**config.mk**
```make
export PLATFORM = sky130hd
export DESIGN_NAME = bdtw_controller
export DESIGN_NICKNAME = d
export VERILOG_FILES = /design/src/hdl/bdtw_pkg.sv /design/src/hdl/bdtw_controller.sv
export SDC_FILE = /design/constraint.sdc
export NUM_CORES = 1
export LEC_CHECK = 0
export CORE_UTILIZATION = 40
export CTS_BUF_LIST = sky130_fd_sc_hd__clkbuf_4 sky130_fd_sc_hd__clkbuf_8
export CTS_CLUSTER_DIAMETER = 200
export DETAILED_ROUTE_END_ITERATION = 7
export DONT_BUFFER_PORTS = 1
export GPL_TIMING_DRIVEN = 0
export PLACE_DENSITY = 0.54
export SYNTH_ARGS = -nofsm -noshare
export SYNTH_HDL_FRONTEND = slang
export SYNTH_SLANG_ARGS = --single-unit
```
**constraint.sdc**
```tcl
create_clock -name clock -period 5.6 [get_ports clock]
set_input_delay 0 -clock clock [delete_from_list [all_inputs] [get_ports clock]]
set_output_delay 0 -clock clock [all_outputs]
set_load 0.03 [all_outputs]
```
**src/hdl/bdtw_pkg.sv**
```systemverilog
`timescale 1ns / 1ps
// ----------------------------------------------------------------------------
// bdtw_pkg
// Shared constants, types and helpers for the banded DTW engine.
// ----------------------------------------------------------------------------
package bdtw_pkg;

   localparam int MAX_LENGTH = 1024;
   localparam int MAX_BAND   = 128;

   localparam int SAMPLE_W  = 16;
   localparam int COST_W    = 48;
   localparam int BAND_W    = 8;
   localparam int ADDR_W    = $clog2(MAX_LENGTH);
   localparam int CNT_W     = $clog2(MAX_LENGTH + 1);
   localparam int R_W       = $clog2(MAX_BAND + 1);
   localparam int ROW_CELLS = 2 * MAX_BAND + 1;
   localparam int K_W       = $clog2(ROW_CELLS + 1);
   localparam int EXT_W     = CNT_W + R_W;

   localparam logic [COST_W-1:0] INF_COST = {COST_W{1'b1}};

   typedef logic [COST_W-1:0] cost_type;

   typedef struct packed {
      logic              st_we;
      logic [ADDR_W-1:0] st_addr;
      logic [ADDR_W-1:0] q_addr;
      logic [ADDR_W-1:0] c_addr;
      logic [ADDR_W-1:0] b_addr;
      logic              last_load;
      logic              row_bank;
      logic [K_W-1:0]    row_rd_addr;
      logic              row_we;
      logic [K_W-1:0]    row_wr_addr;
      logic              cap_query;
      logic              cap_up;
      logic              up_ok;
      logic              sq_en;
      logic              cell_en;
      logic              first_cell;
      logic              left_ok;
      logic              diag_ok;
      logic              row_init;
      logic              sum_en;
      logic              res_load;
      logic              res_abandon;
   } cmd_type;

   typedef struct packed {
      logic abandon_hit;
   } status_type;

   function automatic cost_type sat_add(input cost_type a, input cost_type b);
      logic [COST_W:0] s;
      s = {1'b0, a} + {1'b0, b};
      return s[COST_W] ? INF_COST : s[COST_W-1:0];
   endfunction

   function automatic cost_type min2(input cost_type a, input cost_type b);
      return (a < b) ? a : b;
   endfunction

endpackage

```
**src/hdl/bdtw_controller.sv**
```systemverilog
`timescale 1ns / 1ps
// ----------------------------------------------------------------------------
// bdtw_controller
// Load sequencing, band register and row/cell walk of the DTW matrix.
// ----------------------------------------------------------------------------
module bdtw_controller (
   input  logic                        clock,
   input  logic                        reset,
   input  logic                        req_valid,
   input  logic                        req_last,
   output logic                        req_ready,
   output logic                        rsp_valid,
   input  logic                        rsp_ready,
   input  logic                        csr_valid,
   input  logic [bdtw_pkg::BAND_W-1:0] csr_data,
   output logic                        csr_ready,
   input  bdtw_pkg::status_type        sts,
   output bdtw_pkg::cmd_type           cmd
);
   import bdtw_pkg::*;

   localparam logic [3:0] S_IDLE = 4'd0;
   localparam logic [3:0] S_ROW0 = 4'd1;
   localparam logic [3:0] S_ROW1 = 4'd2;
   localparam logic [3:0] S_CA   = 4'd3;
   localparam logic [3:0] S_CB   = 4'd4;
   localparam logic [3:0] S_CC   = 4'd5;
   localparam logic [3:0] S_CD   = 4'd6;
   localparam logic [3:0] S_RE0  = 4'd7;
   localparam logic [3:0] S_RE1  = 4'd8;
   localparam logic [3:0] S_RE2  = 4'd9;
   localparam logic [3:0] S_OUT  = 4'd10;

   logic [3:0]        state_ff, state_in;
   logic [BAND_W-1:0] band_ff;
   logic [CNT_W-1:0]  loaded_ff, loaded_in, m_ff, m_in;
   logic [R_W-1:0]    r_ff, r_in;
   logic [ADDR_W-1:0] i_ff, i_in, j_ff, j_in, jlo_ff, jlo_in, jhi_ff, jhi_in;
   logic              bank_ff, bank_in, abandon_ff, abandon_in, rsp_valid_ff, rsp_valid_in;

   logic [EXT_W-1:0]  i_x, r_x, m_x, jlo_x, jhi_x, k0_x, k_x, nb_x;
   logic              accept, more_bound, last_row;
   logic [ADDR_W-1:0] pos;

   always_comb begin
      i_x   = EXT_W'(i_ff);
      r_x   = EXT_W'(r_ff);
      m_x   = EXT_W'(m_ff);
      jlo_x = (i_x > r_x) ? i_x - r_x : '0;
      jhi_x = (i_x + r_x < m_x - 1'b1) ? i_x + r_x : m_x - 1'b1;
      k0_x  = jlo_x + r_x - i_x;
      k_x   = EXT_W'(j_ff) + r_x - i_x;
      nb_x  = i_x + r_x + 1'b1;
      more_bound = nb_x < m_x;
      last_row   = (i_x + 1'b1) == m_x;
      pos    = (loaded_ff < CNT_W'(MAX_LENGTH)) ? loaded_ff[ADDR_W-1:0]
                                                : ADDR_W'(MAX_LENGTH - 1);
      accept = req_valid && (state_ff == S_IDLE);
   end

   always_comb begin
      state_in     = state_ff;
      loaded_in    = loaded_ff;
      m_in         = m_ff;
      r_in         = r_ff;
      i_in         = i_ff;
      j_in         = j_ff;
      jlo_in       = jlo_ff;
      jhi_in       = jhi_ff;
      bank_in      = bank_ff;
      abandon_in   = abandon_ff;
      rsp_valid_in = rsp_valid_ff && !rsp_ready;

      cmd             = '0;
      cmd.st_addr     = pos;
      cmd.q_addr      = i_ff;
      cmd.c_addr      = j_ff;
      cmd.b_addr      = nb_x[ADDR_W-1:0];
      cmd.row_bank    = bank_ff;
      cmd.row_rd_addr = K_W'(k_x + 1'b1);
      cmd.row_wr_addr = k_x[K_W-1:0];

      unique case (state_ff)
         S_IDLE: begin
            if (accept) begin
               cmd.st_we = 1'b1;
               loaded_in = (loaded_ff < CNT_W'(MAX_LENGTH)) ? loaded_ff + 1'b1 : loaded_ff;
               if (req_last) begin
                  cmd.last_load = 1'b1;
                  m_in       = loaded_in;
                  loaded_in  = '0;
                  r_in       = (EXT_W'(band_ff) > EXT_W'(MAX_BAND)) ? R_W'(MAX_BAND)
                                                                  : R_W'(band_ff);
                  i_in       = '0;
                  bank_in    = 1'b0;
                  abandon_in = 1'b0;
                  state_in   = S_ROW0;
               end
            end
         end
         S_ROW0: begin
            cmd.row_rd_addr = k0_x[K_W-1:0];
            jlo_in   = jlo_x[ADDR_W-1:0];
            jhi_in   = jhi_x[ADDR_W-1:0];
            j_in     = jlo_x[ADDR_W-1:0];
            state_in = S_ROW1;
         end
         S_ROW1: begin
            cmd.cap_query = 1'b1;
            cmd.row_init  = 1'b1;
            state_in      = S_CA;
         end
         S_CA: begin
            state_in = S_CB;
         end
         S_CB: begin
            cmd.cap_up = 1'b1;
            cmd.up_ok  = (i_ff != '0) && ((k_x + 1'b1) <= (r_x << 1));
            state_in   = S_CC;
         end
         S_CC: begin
            cmd.sq_en = 1'b1;
            state_in  = S_CD;
         end
         S_CD: begin
            cmd.cell_en    = 1'b1;
            cmd.row_we     = 1'b1;
            cmd.first_cell = (i_ff == '0) && (j_ff == '0);
            cmd.left_ok    = (j_ff != jlo_ff);
            cmd.diag_ok    = (i_ff != '0) && (j_ff != '0);
            if (j_ff == jhi_ff) begin
               state_in = S_RE0;
            end else begin
               j_in     = j_ff + 1'b1;
               state_in = S_CA;
            end
         end
         S_RE0: begin
            if (more_bound) begin
               state_in = S_RE1;
            end else if (last_row) begin
               state_in = S_OUT;
            end else begin
               i_in     = i_ff + 1'b1;
               bank_in  = !bank_ff;
               state_in = S_ROW0;
            end
         end
         S_RE1: begin
            cmd.sum_en = 1'b1;
            state_in   = S_RE2;
         end
         S_RE2: begin
            if (sts.abandon_hit) begin
               abandon_in = 1'b1;
               state_in   = S_OUT;
            end else if (last_row) begin
               state_in = S_OUT;
            end else begin
               i_in     = i_ff + 1'b1;
               bank_in  = !bank_ff;
               state_in = S_ROW0;
            end
         end
         S_OUT: begin
            if (!rsp_valid_ff || rsp_ready) begin
               cmd.res_load    = 1'b1;
               cmd.res_abandon = abandon_ff;
               rsp_valid_in    = 1'b1;
               state_in        = S_IDLE;
            end
         end
         default: begin
            state_in = S_IDLE;
         end
      endcase
   end

   always_ff @(posedge clock) begin
      if (reset) begin
         state_ff     <= S_IDLE;
         band_ff      <= '0;
         loaded_ff    <= '0;
         rsp_valid_ff <= 1'b0;
         m_ff         <= '0;
         r_ff         <= '0;
         i_ff         <= '0;
         j_ff         <= '0;
         jlo_ff       <= '0;
         jhi_ff       <= '0;
         bank_ff      <= 1'b0;
         abandon_ff   <= 1'b0;
      end else begin
         state_ff     <= state_in;
         loaded_ff    <= loaded_in;
         rsp_valid_ff <= rsp_valid_in;
         m_ff         <= m_in;
         r_ff         <= r_in;
         i_ff         <= i_in;
         j_ff         <= j_in;
         jlo_ff       <= jlo_in;
         jhi_ff       <= jhi_in;
         bank_ff      <= bank_in;
         abandon_ff   <= abandon_in;
         if (csr_valid) begin
            band_ff <= csr_data;
         end
      end
   end

   assign req_ready = (state_ff == S_IDLE);
   assign rsp_valid = rsp_valid_ff;
   assign csr_ready = 1'b1;

endmodule

```
* After elaboration in Yosys (flattened, before gate mapping)
Index checks and enable logic that the tools add are counted.
** Storage, ports and cells
- Logic and storage cells :: 120
- Output and inout bits :: 77
- Input port bits :: 15
- Flip-flop bits (word level) :: 85
** Cells by class
- Order comparisons :: 6
- Equal/unequal tests :: 20
- Multiplexer cells :: 46
- $add $sub $neg :: 13
- Reductions and logical operators :: 23
** Operator list (count)
- $mux W10 :: 9
- $pmux W4 S11 :: 1
- $pmux W10 S3 :: 1
- $mux W4 :: 7
- $add A10 B8 Y11 :: 2
- $mux W11 :: 2
- $add A10 B1 Y10 const B :: 2
- $logic_not A10 Y1 :: 2
- $pmux W10 S2 :: 1
- $reduce_bool A10 Y1 :: 2
- $le A19 B9 Y1 :: 1
- $lt A11 B19 Y1 :: 1
- $mux W1 :: 17
- $eq A4 B3 Y1 const B :: 4
- $add A12 B2 Y13 const B :: 1
- $add A11 B1 Y12 const B :: 1
- $eq A4 B4 Y1 const B :: 3
- $lt A12 B11 Y1 :: 1
- $ne A2 B2 Y1 const B :: 6
- $sub A11 B1 Y12 const B :: 1
- $sub A11 B10 Y12 :: 1
- $add A10 B1 Y11 const B :: 1
- $add A11 B1 Y11 const B :: 1
- $eq A11 B11 Y1 :: 1
- 27 further kinds :: 39

* Longest topological paths before layout
Gate-level depths: netlist of run 1.
- Depth in word-level cells :: 6
- Depth in mapped cells :: 23
- Depth with buffers taken out :: 21

* Worst setup path after synthesis of run 1
Ideal clock, no wire load.
- Kind :: reg2reg
- From :: register i_ff[3]
- To :: register i_ff[0]
- Period minus slack after synthesis :: 4.876 ns
- Setup slack :: 0.724 ns
- Setup time :: 0.121 ns
- Path buffers :: 3
- Data arrival time :: 4.755 ns
- Stages on the path, launching flop included :: 21
- Cells stage by stage :: dfxtp_1 buf_2 inv_1 ha_1 clkbuf_1 or3b_2 nand3_1 nor3_1 or2_2 inv_1 nand3_1 xnor2_1 ha_1 or4_1 a211oi_1 a21boi_0 o21ai_0 nand3b_1 buf_4 nor2_1 mux2_2
** RTL lines
- from (decl) :: RTL line bdtw_controller.sv:38 : logic [ADDR_W-1:0] i_ff, i_in, j_ff, j_in, jlo_ff, jlo_in, jhi_ff, jhi_in;
- from (signal assigned) :: RTL line bdtw_controller.sv:199 : i_ff <= i_in;

==> out/qor.txt, run 1 <==
share of cells above drive strength 1 - 10.1%
DP HPWL - 20.2 mm
syn_nets - 1157
Initial DRT Pass Iterations - 6
PortBufs - 0
asr flop ratio synth - 0%
chip width - 143 um
GRT Util Overall - 25.2%
CP arrival - 5.57 ns
final cycle utilization of the critical path - 94.6%
die area - 20600 sq um
clock sink count - 85
Placer Congestion - 0.921
clock skew - 0.00957 ns
Multi-input gate area - 5840 sq um
Place WS - -0.477 ns
worst reg2reg path startpoint - i_ff[2]
Initial Util - 41.0%
I/O Pins - 92
drt wl/cell - 18.9 um
Rows - 51
# Max-Cap Violations - 0
GRT overflow - 0
H-tree depth - 3
Reg clk slew, reported paths - 0.09 ns
clock latency on the worst-skew pair - 0.39 ns
Slew @ Worst Pin - 1.09 ns
Post-DRT Antenna Nets - 0
Crit. End Element - flop
starting DRC count in detailed routing - 502
vias in the first global route - 7074
initial antenna violation count - 0
CTS max path bufs - 2
Leak Pwr - 0.00371 uW
Fmax - 0.189 GHz
worst setup path class - flop to flop
min Tclk post-route - 5.30 ns
Fillers - 2056
largest net degree at the start of global routing - 16
Post-synth EDFFs - 0
Hold Crit Depth - 4
Max IR drop VDD - 120 uV
min-delay src - sts
final cell count without fillers - 1348
final net count - 1184
Ys Warns - 0
Placed Cells - 1317
start point of the critical path - i_ff[2]
#FFs+latches synth - 85
WHS Endpoint - state_ff[0]
CTS tree - yes
Hold WC Path Type - primary input to flop
Syn Inst Count - 1051
final setup vio count - 0
vias per cell - 5.62
status - finished, final reports clean
count of pins over their slew limit - 0
Seq. cell area - 1720 sq um
Final WS setup - 0.303 ns
Final Hold Viols - 0
cell area after layout - 8830 sq um
Placed Area - 8350 sq um
total CTS buffers - 9
area growth from synthesis to layout - 10.4%
Pwr per Cell Area - 252 nW/um^2
DRC - 0
reg-to-reg slack, setup - 0.30 ns
DR vias - 7581
Core ar. - 19500 sq um
Critical Path Fanout Max - 10
drt total wl - 25.5 mm
RR Endpoint - i_ff[0]
synthesized cell area - 8000 sq um
Post-synth top flop - dfxtp_1
sequential element share of the synthesized area - 21.3%
first-pass GRT wire length - 39.3 mm
Worst EP required - 5.88 ns
Slew headroom - 27.3%
Synth Area per Inst - 7.61 sq um
Cell variety after synth - 76
clock root cell - clkbuf_8
antenna diode count - 0
cells on worst reg2reg path - 20
startpoint type of the worst setup path - flop
Die Ht - 143 um
==> how the worst max path moves through the flow <==
| stage | to | slack (ns) | cells past startpoint |
|---|---|---|---|
| 2_1_floorplan | i_ff[0] | 0.72 | 20 |
| 3_3_place_gp | i_ff[0] | -0.46 | 21 |
| 3_5_place_dp | i_ff[0] | -0.48 | 19 |
| 4_1_cts | i_ff[0] | 0.006 | 21 |
| 5_1_grt | i_ff[0] | -0.01 | 22 |
| 6_report | i_ff[0] | 0.30 | 20 |
==> metrics by stage <==
stage / hold WS, ns / power [uW] / setup TNS [ns] / utilization [%]
finish: 0.0232 / 2230 / 0 / 45.2
floorplan: 0.147 / 1530 / 0 / -
CTS: 0.0181 / 2210 / 0 / 44.6
global route: 0.0438 / 2370 / -0.0130 / 45.2
global placement: 0.149 / 1750 / -5.53 / 42.7
detailed placement: 0.158 / 1760 / -5.61 / 42.8
==> critical path, cell delays in order, from the launching register on <==
cell	delay, ns
dfxtp_4	0.47
buf_2	0.26
inv_1	0.07
ha_1	0.27
buf_2	0.20
a21oi_1	0.11
nor4_1	0.51
nor3_1	0.20
or2_2	0.40
inv_1	0.11
nand3_1	0.15
xnor2_2	0.27
ha_1	0.25
or4_1	0.56
a211oi_1	0.22
a21boi_2	0.27
o21ai_0	0.10
nand3b_1	0.20
buf_4	0.21
nor2_1	0.06
mux2_2	0.28
==> placed cells by master (no fill, tap or decap), drive strengths merged, types with 9 or more instances in the layout <==
cell	netlist	final
clkbuf	46	56
or2	14	14
nor2	91	91
o21ai	51	51
inv	86	89
nand4	9	9
dfxtp	85	85
nor2b	9	9
xor2	34	34
a21oi	74	74
and3	15	15
fa	12	12
xnor2	58	58
nand3	54	54
buf	14	20
dlygate4sd3	0	11
nand2	80	80
ha	79	79
a211oi	15	15
o21a	9	9
a21o	13	13
nand2b	15	15
nor3	32	32
nor4	12	12
nand3b	14	14
mux2i	11	11
==> flip-flops by register name, summed over array words and instances, names as in the netlist <==
name and cells:
loaded_ff 11, m_ff 11, i_ff 10, j_ff 10, jhi_ff 10, jlo_ff 10, band_ff 8, r_ff 8
state_ff 4, abandon_ff 1, bank_ff 1, rsp_valid 1
==> logic make-up after synthesis <==
family          count (synthesis)  share of synthesized area [%]
mux                            15                           1.94
compound gates                243                           19.7
simple gates                  377                           24.1
xor+xnor                       92                           10.3
buf+inv                       147                           7.33
fa+ha+maj                      91                           15.4
other cells                     1                         0.0469
flops                          85                           21.3
==> power breakdown <==
part / internal, uW / total [uW] / switching, uW
clock network: 185 / 442 / 257
registers: 628 / 668 / 39.8
logic: 378 / 1120 / 740
total: 1190 / 2230 / 1040
==> repair_timing <==
action	4_1_cts	5_1_grt
resized for setup	20	22
hold buffers	11	0
pin swaps	1	1
endpoints found under the hold margin	15	0
setup endpoints to repair	20	18
setup buffers	1	4
==> final cells by class <==
| cell class | instances | share of cell area, % |
|---|---|---|
| Clock buffer | 11 | 1.64 |
| Timing Repair Buffer | 17 | 1.76 |
| Clock inverter | 5 | 0.482 |
| Buffer | 59 | 2.99 |
| Sequential cell | 85 | 19.5 |
| Tap cell | 265 | 3.75 |
| Inverter | 87 | 3.70 |
| Multi-Input combinational cell | 819 | 66.2 |
==> layer usage <==
metal | up-vias | track usage [%] | routed length [um]
li1 | 3725 | - | -
met1 | 3590 | 34.4 | 12000
met2 | 217 | 40.6 | 11400
met3 | 49 | 3.93 | 1590
met4 | 0 | 7.73 | 572
met5 | - | 0 | 0
==> synth_stat cells (all sizes together) (13+ instances only) <==
| cell | instances | area share (%) |
|---|---|---|
| nor2 | 91 | 4.3 |
| inv | 86 | 4.0 |
| dfxtp | 85 | 21 |
| nand2 | 80 | 3.8 |
| ha | 79 | 12 |
| a21oi | 74 | 4.6 |
| xnor2 | 58 | 6.5 |
| nand3 | 54 | 3.6 |
| o21ai | 51 | 3.2 |
| clkbuf | 46 | 2.2 |
| xor2 | 34 | 3.7 |
| nor3 | 32 | 2.1 |
| a211oi | 15 | 1.4 |
| and3 | 15 | 1.2 |
| nand2b | 15 | 1.2 |
| buf | 14 | 1.1 |
| nand3b | 14 | 1.3 |
| or2 | 14 | 1.1 |
| a21o | 13 | 1.2 |
No activity file was read; power rests on OpenSTA's default activity.
==> run 2, diff against run 1 <==
--- a/config.mk
+++ b/config.mk
@@ -5,6 +5,7 @@
 export SDC_FILE = /design/constraint.sdc
 export NUM_CORES = 1
 export LEC_CHECK = 0
+export ABC_AREA = 1
 export CORE_UTILIZATION = 40
 export CTS_BUF_LIST = sky130_fd_sc_hd__clkbuf_4 sky130_fd_sc_hd__clkbuf_8
 export CTS_CLUSTER_DIAMETER = 200
==> out/qor.txt, run 2 <==
GRT Util Overall - 26.6% (+1.4 points)
wl on met1 - 12.3 mm (+2.6%)
Slew headroom - 29.1% (+1.8 points)
Largest regs - loaded_ff (11), m_ff (11)
RSZ-0062 raised after global routing - false
Fmax - 0.193 GHz (+2.2%)
clock sink count - 85 (unchanged)
Synth top area share - 20.7% (-0.56 points)
starting DRC count in detailed routing - 505 (+0.60%)
final cycle utilization of the critical path - 92.5% (-2.0 points)
clock skew - 0.0110 ns (+0.00143 ns)
Critical Path Fanout Max - 7 (-3)
reg-to-reg slack, setup - 0.46 ns (+0.16 ns)
Reg clk slew, reported paths - 0.09 ns (about the same)
most frequent cells after synthesis - 273 x nand2_1, 187 x inv_1, 141 x nor2_1, 88 x a21oi_1, 85 x dfxtp_1
vias per cell - 5.11 (-9.2%)
Slowest-stage cell, CP - fa_1
initial antenna violation count - 0 (unchanged)
CP most frequent cell - nand2_1
count of pins over their slew limit - 0 (unchanged)
DRC - 0 (unchanged)
area leader, netlist - dfxtp_1
Post-synth top flop - dfxtp_1
vias in the first global route - 7825 (+11%)
Rows - 52 (+2.0%)
clock root cell - clkbuf_8
Crit. End Element - output port
DR vias - 8060 (+6.3%)
clock latency on the worst-skew pair - 0.38 ns (about the same)
routed wl met3 - 1.14 mm (-28%)
syn_nets - 1382 (+19%)
H-tree depth - 3 (unchanged)
status - finished, final reports clean
Worst EP required - 5.60 ns (-0.28 ns)
DR top layer - met4
top-count cell post-synth - nand2_1
crit-path leading delay family - simple AND/OR/NAND/NOR gates
Slew @ Worst Pin - 1.05 ns (-0.0334 ns)
synth top area cells - dfxtp_1 21%, nand2_1 12%, ha_1 12%
cells on worst reg2reg path - 20 (unchanged)
Fillers - 2183 (+6.2%)
Hold WC Path Type - primary input to flop
Post-DRT Antenna Nets - 0 (unchanged)
commonest non-fill, non-tap cells in the layout - 273 x nand2_1, 187 x inv_1, 140 x nor2_1, 88 x a21oi_1, 84 x nand3_1
drt wl/cell - 17.7 um (-6.6%)
#FFs+latches synth - 85 (unchanged)
worst setup path class - flop to output port
min-delay src - req_last
Die Ht - 145 um (+1.3%)
final setup TNS - 0 ns (unchanged)
share of cells above drive strength 1 - 7.34% (-2.7 points)
# Max-Cap Violations - 0 (unchanged)
Syn Inst Count - 1276 (+21%)
met2 WL - 13.4 mm (+18%)
worst reg2reg path startpoint - i_ff[3]
GRT overflow - 0 (unchanged)
Placer Congestion - 0.897 (-2.6%)
Post-synth EDFFs - 0 (unchanged)
chip width - 145 um (+1.3%)
commonest non-fill, non-tap cell in the layout - nand2_1
sequential element share of the synthesized area - 20.7% (-0.56 points)
startpoint type of the worst setup path - flop
final net count - 1410 (+19%)
total CTS buffers - 9 (unchanged)
Final Hold Viols - 0 (unchanged)
final setup vio count - 0 (unchanged)
Buf/Inv on CP - 3 (-2)
CP arrival - 5.18 ns (-0.39 ns)
Initial Util - 40.7% (-0.24 points)
CTS max path bufs - 2 (unchanged)
antenna diode count - 0 (unchanged)
Cell variety after synth - 56 (-26%)
cells along the critical path - clkbuf_1, inv_1, fa_1, inv_1, ha_1, nand2_1, nor2_1, nand2_1, nand3_2, xor2_4, nand3_1, nor2_2, xor2_2, ha_1, nand4_1, o31ai_2, nand2_1, a21oi_1, nand2_1, nor2_2
min Tclk post-route - 5.18 ns (-0.114 ns)
final cell count without fillers - 1578 (+17%)
first-pass GRT wire length - 43.5 mm (+10%)
area growth from synthesis to layout - 9.42%
Placed Cells - 1546 (+17%)
Setup Buffers After CTS - 0 (-1)
DP HPWL - 22.6 mm (+12%)
WHS Endpoint - state_ff[0]
asr flop ratio synth - 0% (unchanged)
synthesized cell area - 8220 sq um (+2.7%)
CTS tree - yes
Final Util - 44.6% (-0.64 points)
Pwr per Cell Area - 486 nW/um^2 (+93%)
PortBufs - 0 (unchanged)
Leak Pwr - 0.00444 uW (+20%)
die area - 21100 sq um (+2.7%)
max incr delay on CP - 0.56 ns (about the same)
RR Endpoint - i_ff[9]
Core ar. - 20200 sq um (+3.3%)
I/O Pins - 92 (unchanged)
Synth Area per Inst - 6.44 sq um (-15%)
largest net degree at the start of global routing - 15 (-1)
drt total wl - 27.9 mm (+9.3%)
Initial DRT Pass Iterations - 5 (-1)
Ys Warns - 0 (unchanged)
Max IR drop VDD - 200 uV (+67%)
Hold Crit Depth - 6 (+2)
==> run 2: how the worst max path moves through the flow <==
stage / endpoint / slack (ns) / cells past startpoint / startpoint
global placement: i_ff[6] / 0.06 / 21 / i_ff[3]
global route: cmd[9] / 0.04 / 22 / j_ff[2]
detailed placement: i_ff[6] / 0.09 / 20 / i_ff[3]
floorplan: cmd[9] / 1.24 / 23 / j_ff[2]
finish: cmd[9] / 0.42 / 20 / j_ff[5]
CTS: i_ff[9] / 0.05 / 20 / i_ff[3]
==> run 2: per-layer routing <==
layer / global-route usage (%) / vias to the layer above
met5: 0 / -
met4: 10.9 / 0
met3: 4.04 / 45
met2: 46.5 / 181
met1: 32.7 / 3682
li1: - / 4152
==> run 2: kinds of logic after synthesis <==
family | count (synthesis) | share of synthesized area [%]
adders and majority gates | 91 | 15.0
xor gates and xnor gates | 63 | 7.26
buffers and inverters | 238 | 11.5
AOI/OAI and AO/OA | 213 | 14.1
other | 1 | 0.0456
and+or+nand+nor | 585 | 31.4
DFF | 85 | 20.7
==> run 2: through the flow <==
step	power (uW)	hold slack [ns]	instance area, sq um	setup WS (ns)
floorplan	3150	0.135	8220	1.24
global placement	3790	0.138	8560	0.0617
detailed placement	3810	0.152	8560	0.0945
CTS	4320	0.00422	8940	0.0517
global route	4780	0.0328	8990	0.0413
finish	4370	0.0152	8990	0.417
==> run 2: where the power goes <==
part	internal (uW)	switching [uW]	total [uW]
logic	919	2120	3040
registers	666	176	842
clock network	250	238	488
==> run 2: cell type report <==
class | instances | area [sq um] | share of cell area (%)
Clock inverter | 6 | 87.6 | 0.974
Clock buffer | 9 | 124 | 1.38
Timing Repair Buffer | 17 | 170 | 1.89
Multi-Input combinational cell | 953 | 5620 | 62.4
Buffer | 37 | 191 | 2.13
Inverter | 201 | 754 | 8.39
Tap cell | 270 | 338 | 3.76
Sequential cell | 85 | 1710 | 19.0
==> run 2: worst register-to-register path: stages, from the launching register on <==
cell and delay [ns]:
dfxtp_2 0.68, inv_2 0.17, ha_1 0.42, inv_2 0.20, nand3_1 0.09, nand2_1 0.15
xor2_1 0.34, inv_2 0.08, nor2_1 0.22, nand3_1 0.16, xor2_1 0.65, ha_1 0.38
a21oi_1 0.12, o21ai_0 0.11, a211oi_1 0.48, nand3_1 0.22, nand4_4 0.20, buf_6 0.17
nand2_1 0.06, nand2_1 0.07, nor2_1 0.04
==> run 2: what timing repair did <==
action	CTS	global route
setup endpoints to repair	1	16
gates resized for setup	1	15
endpoints found under the hold margin	18	0
gates cloned	0	0
hold buffers	17	0
pin swaps	0	0
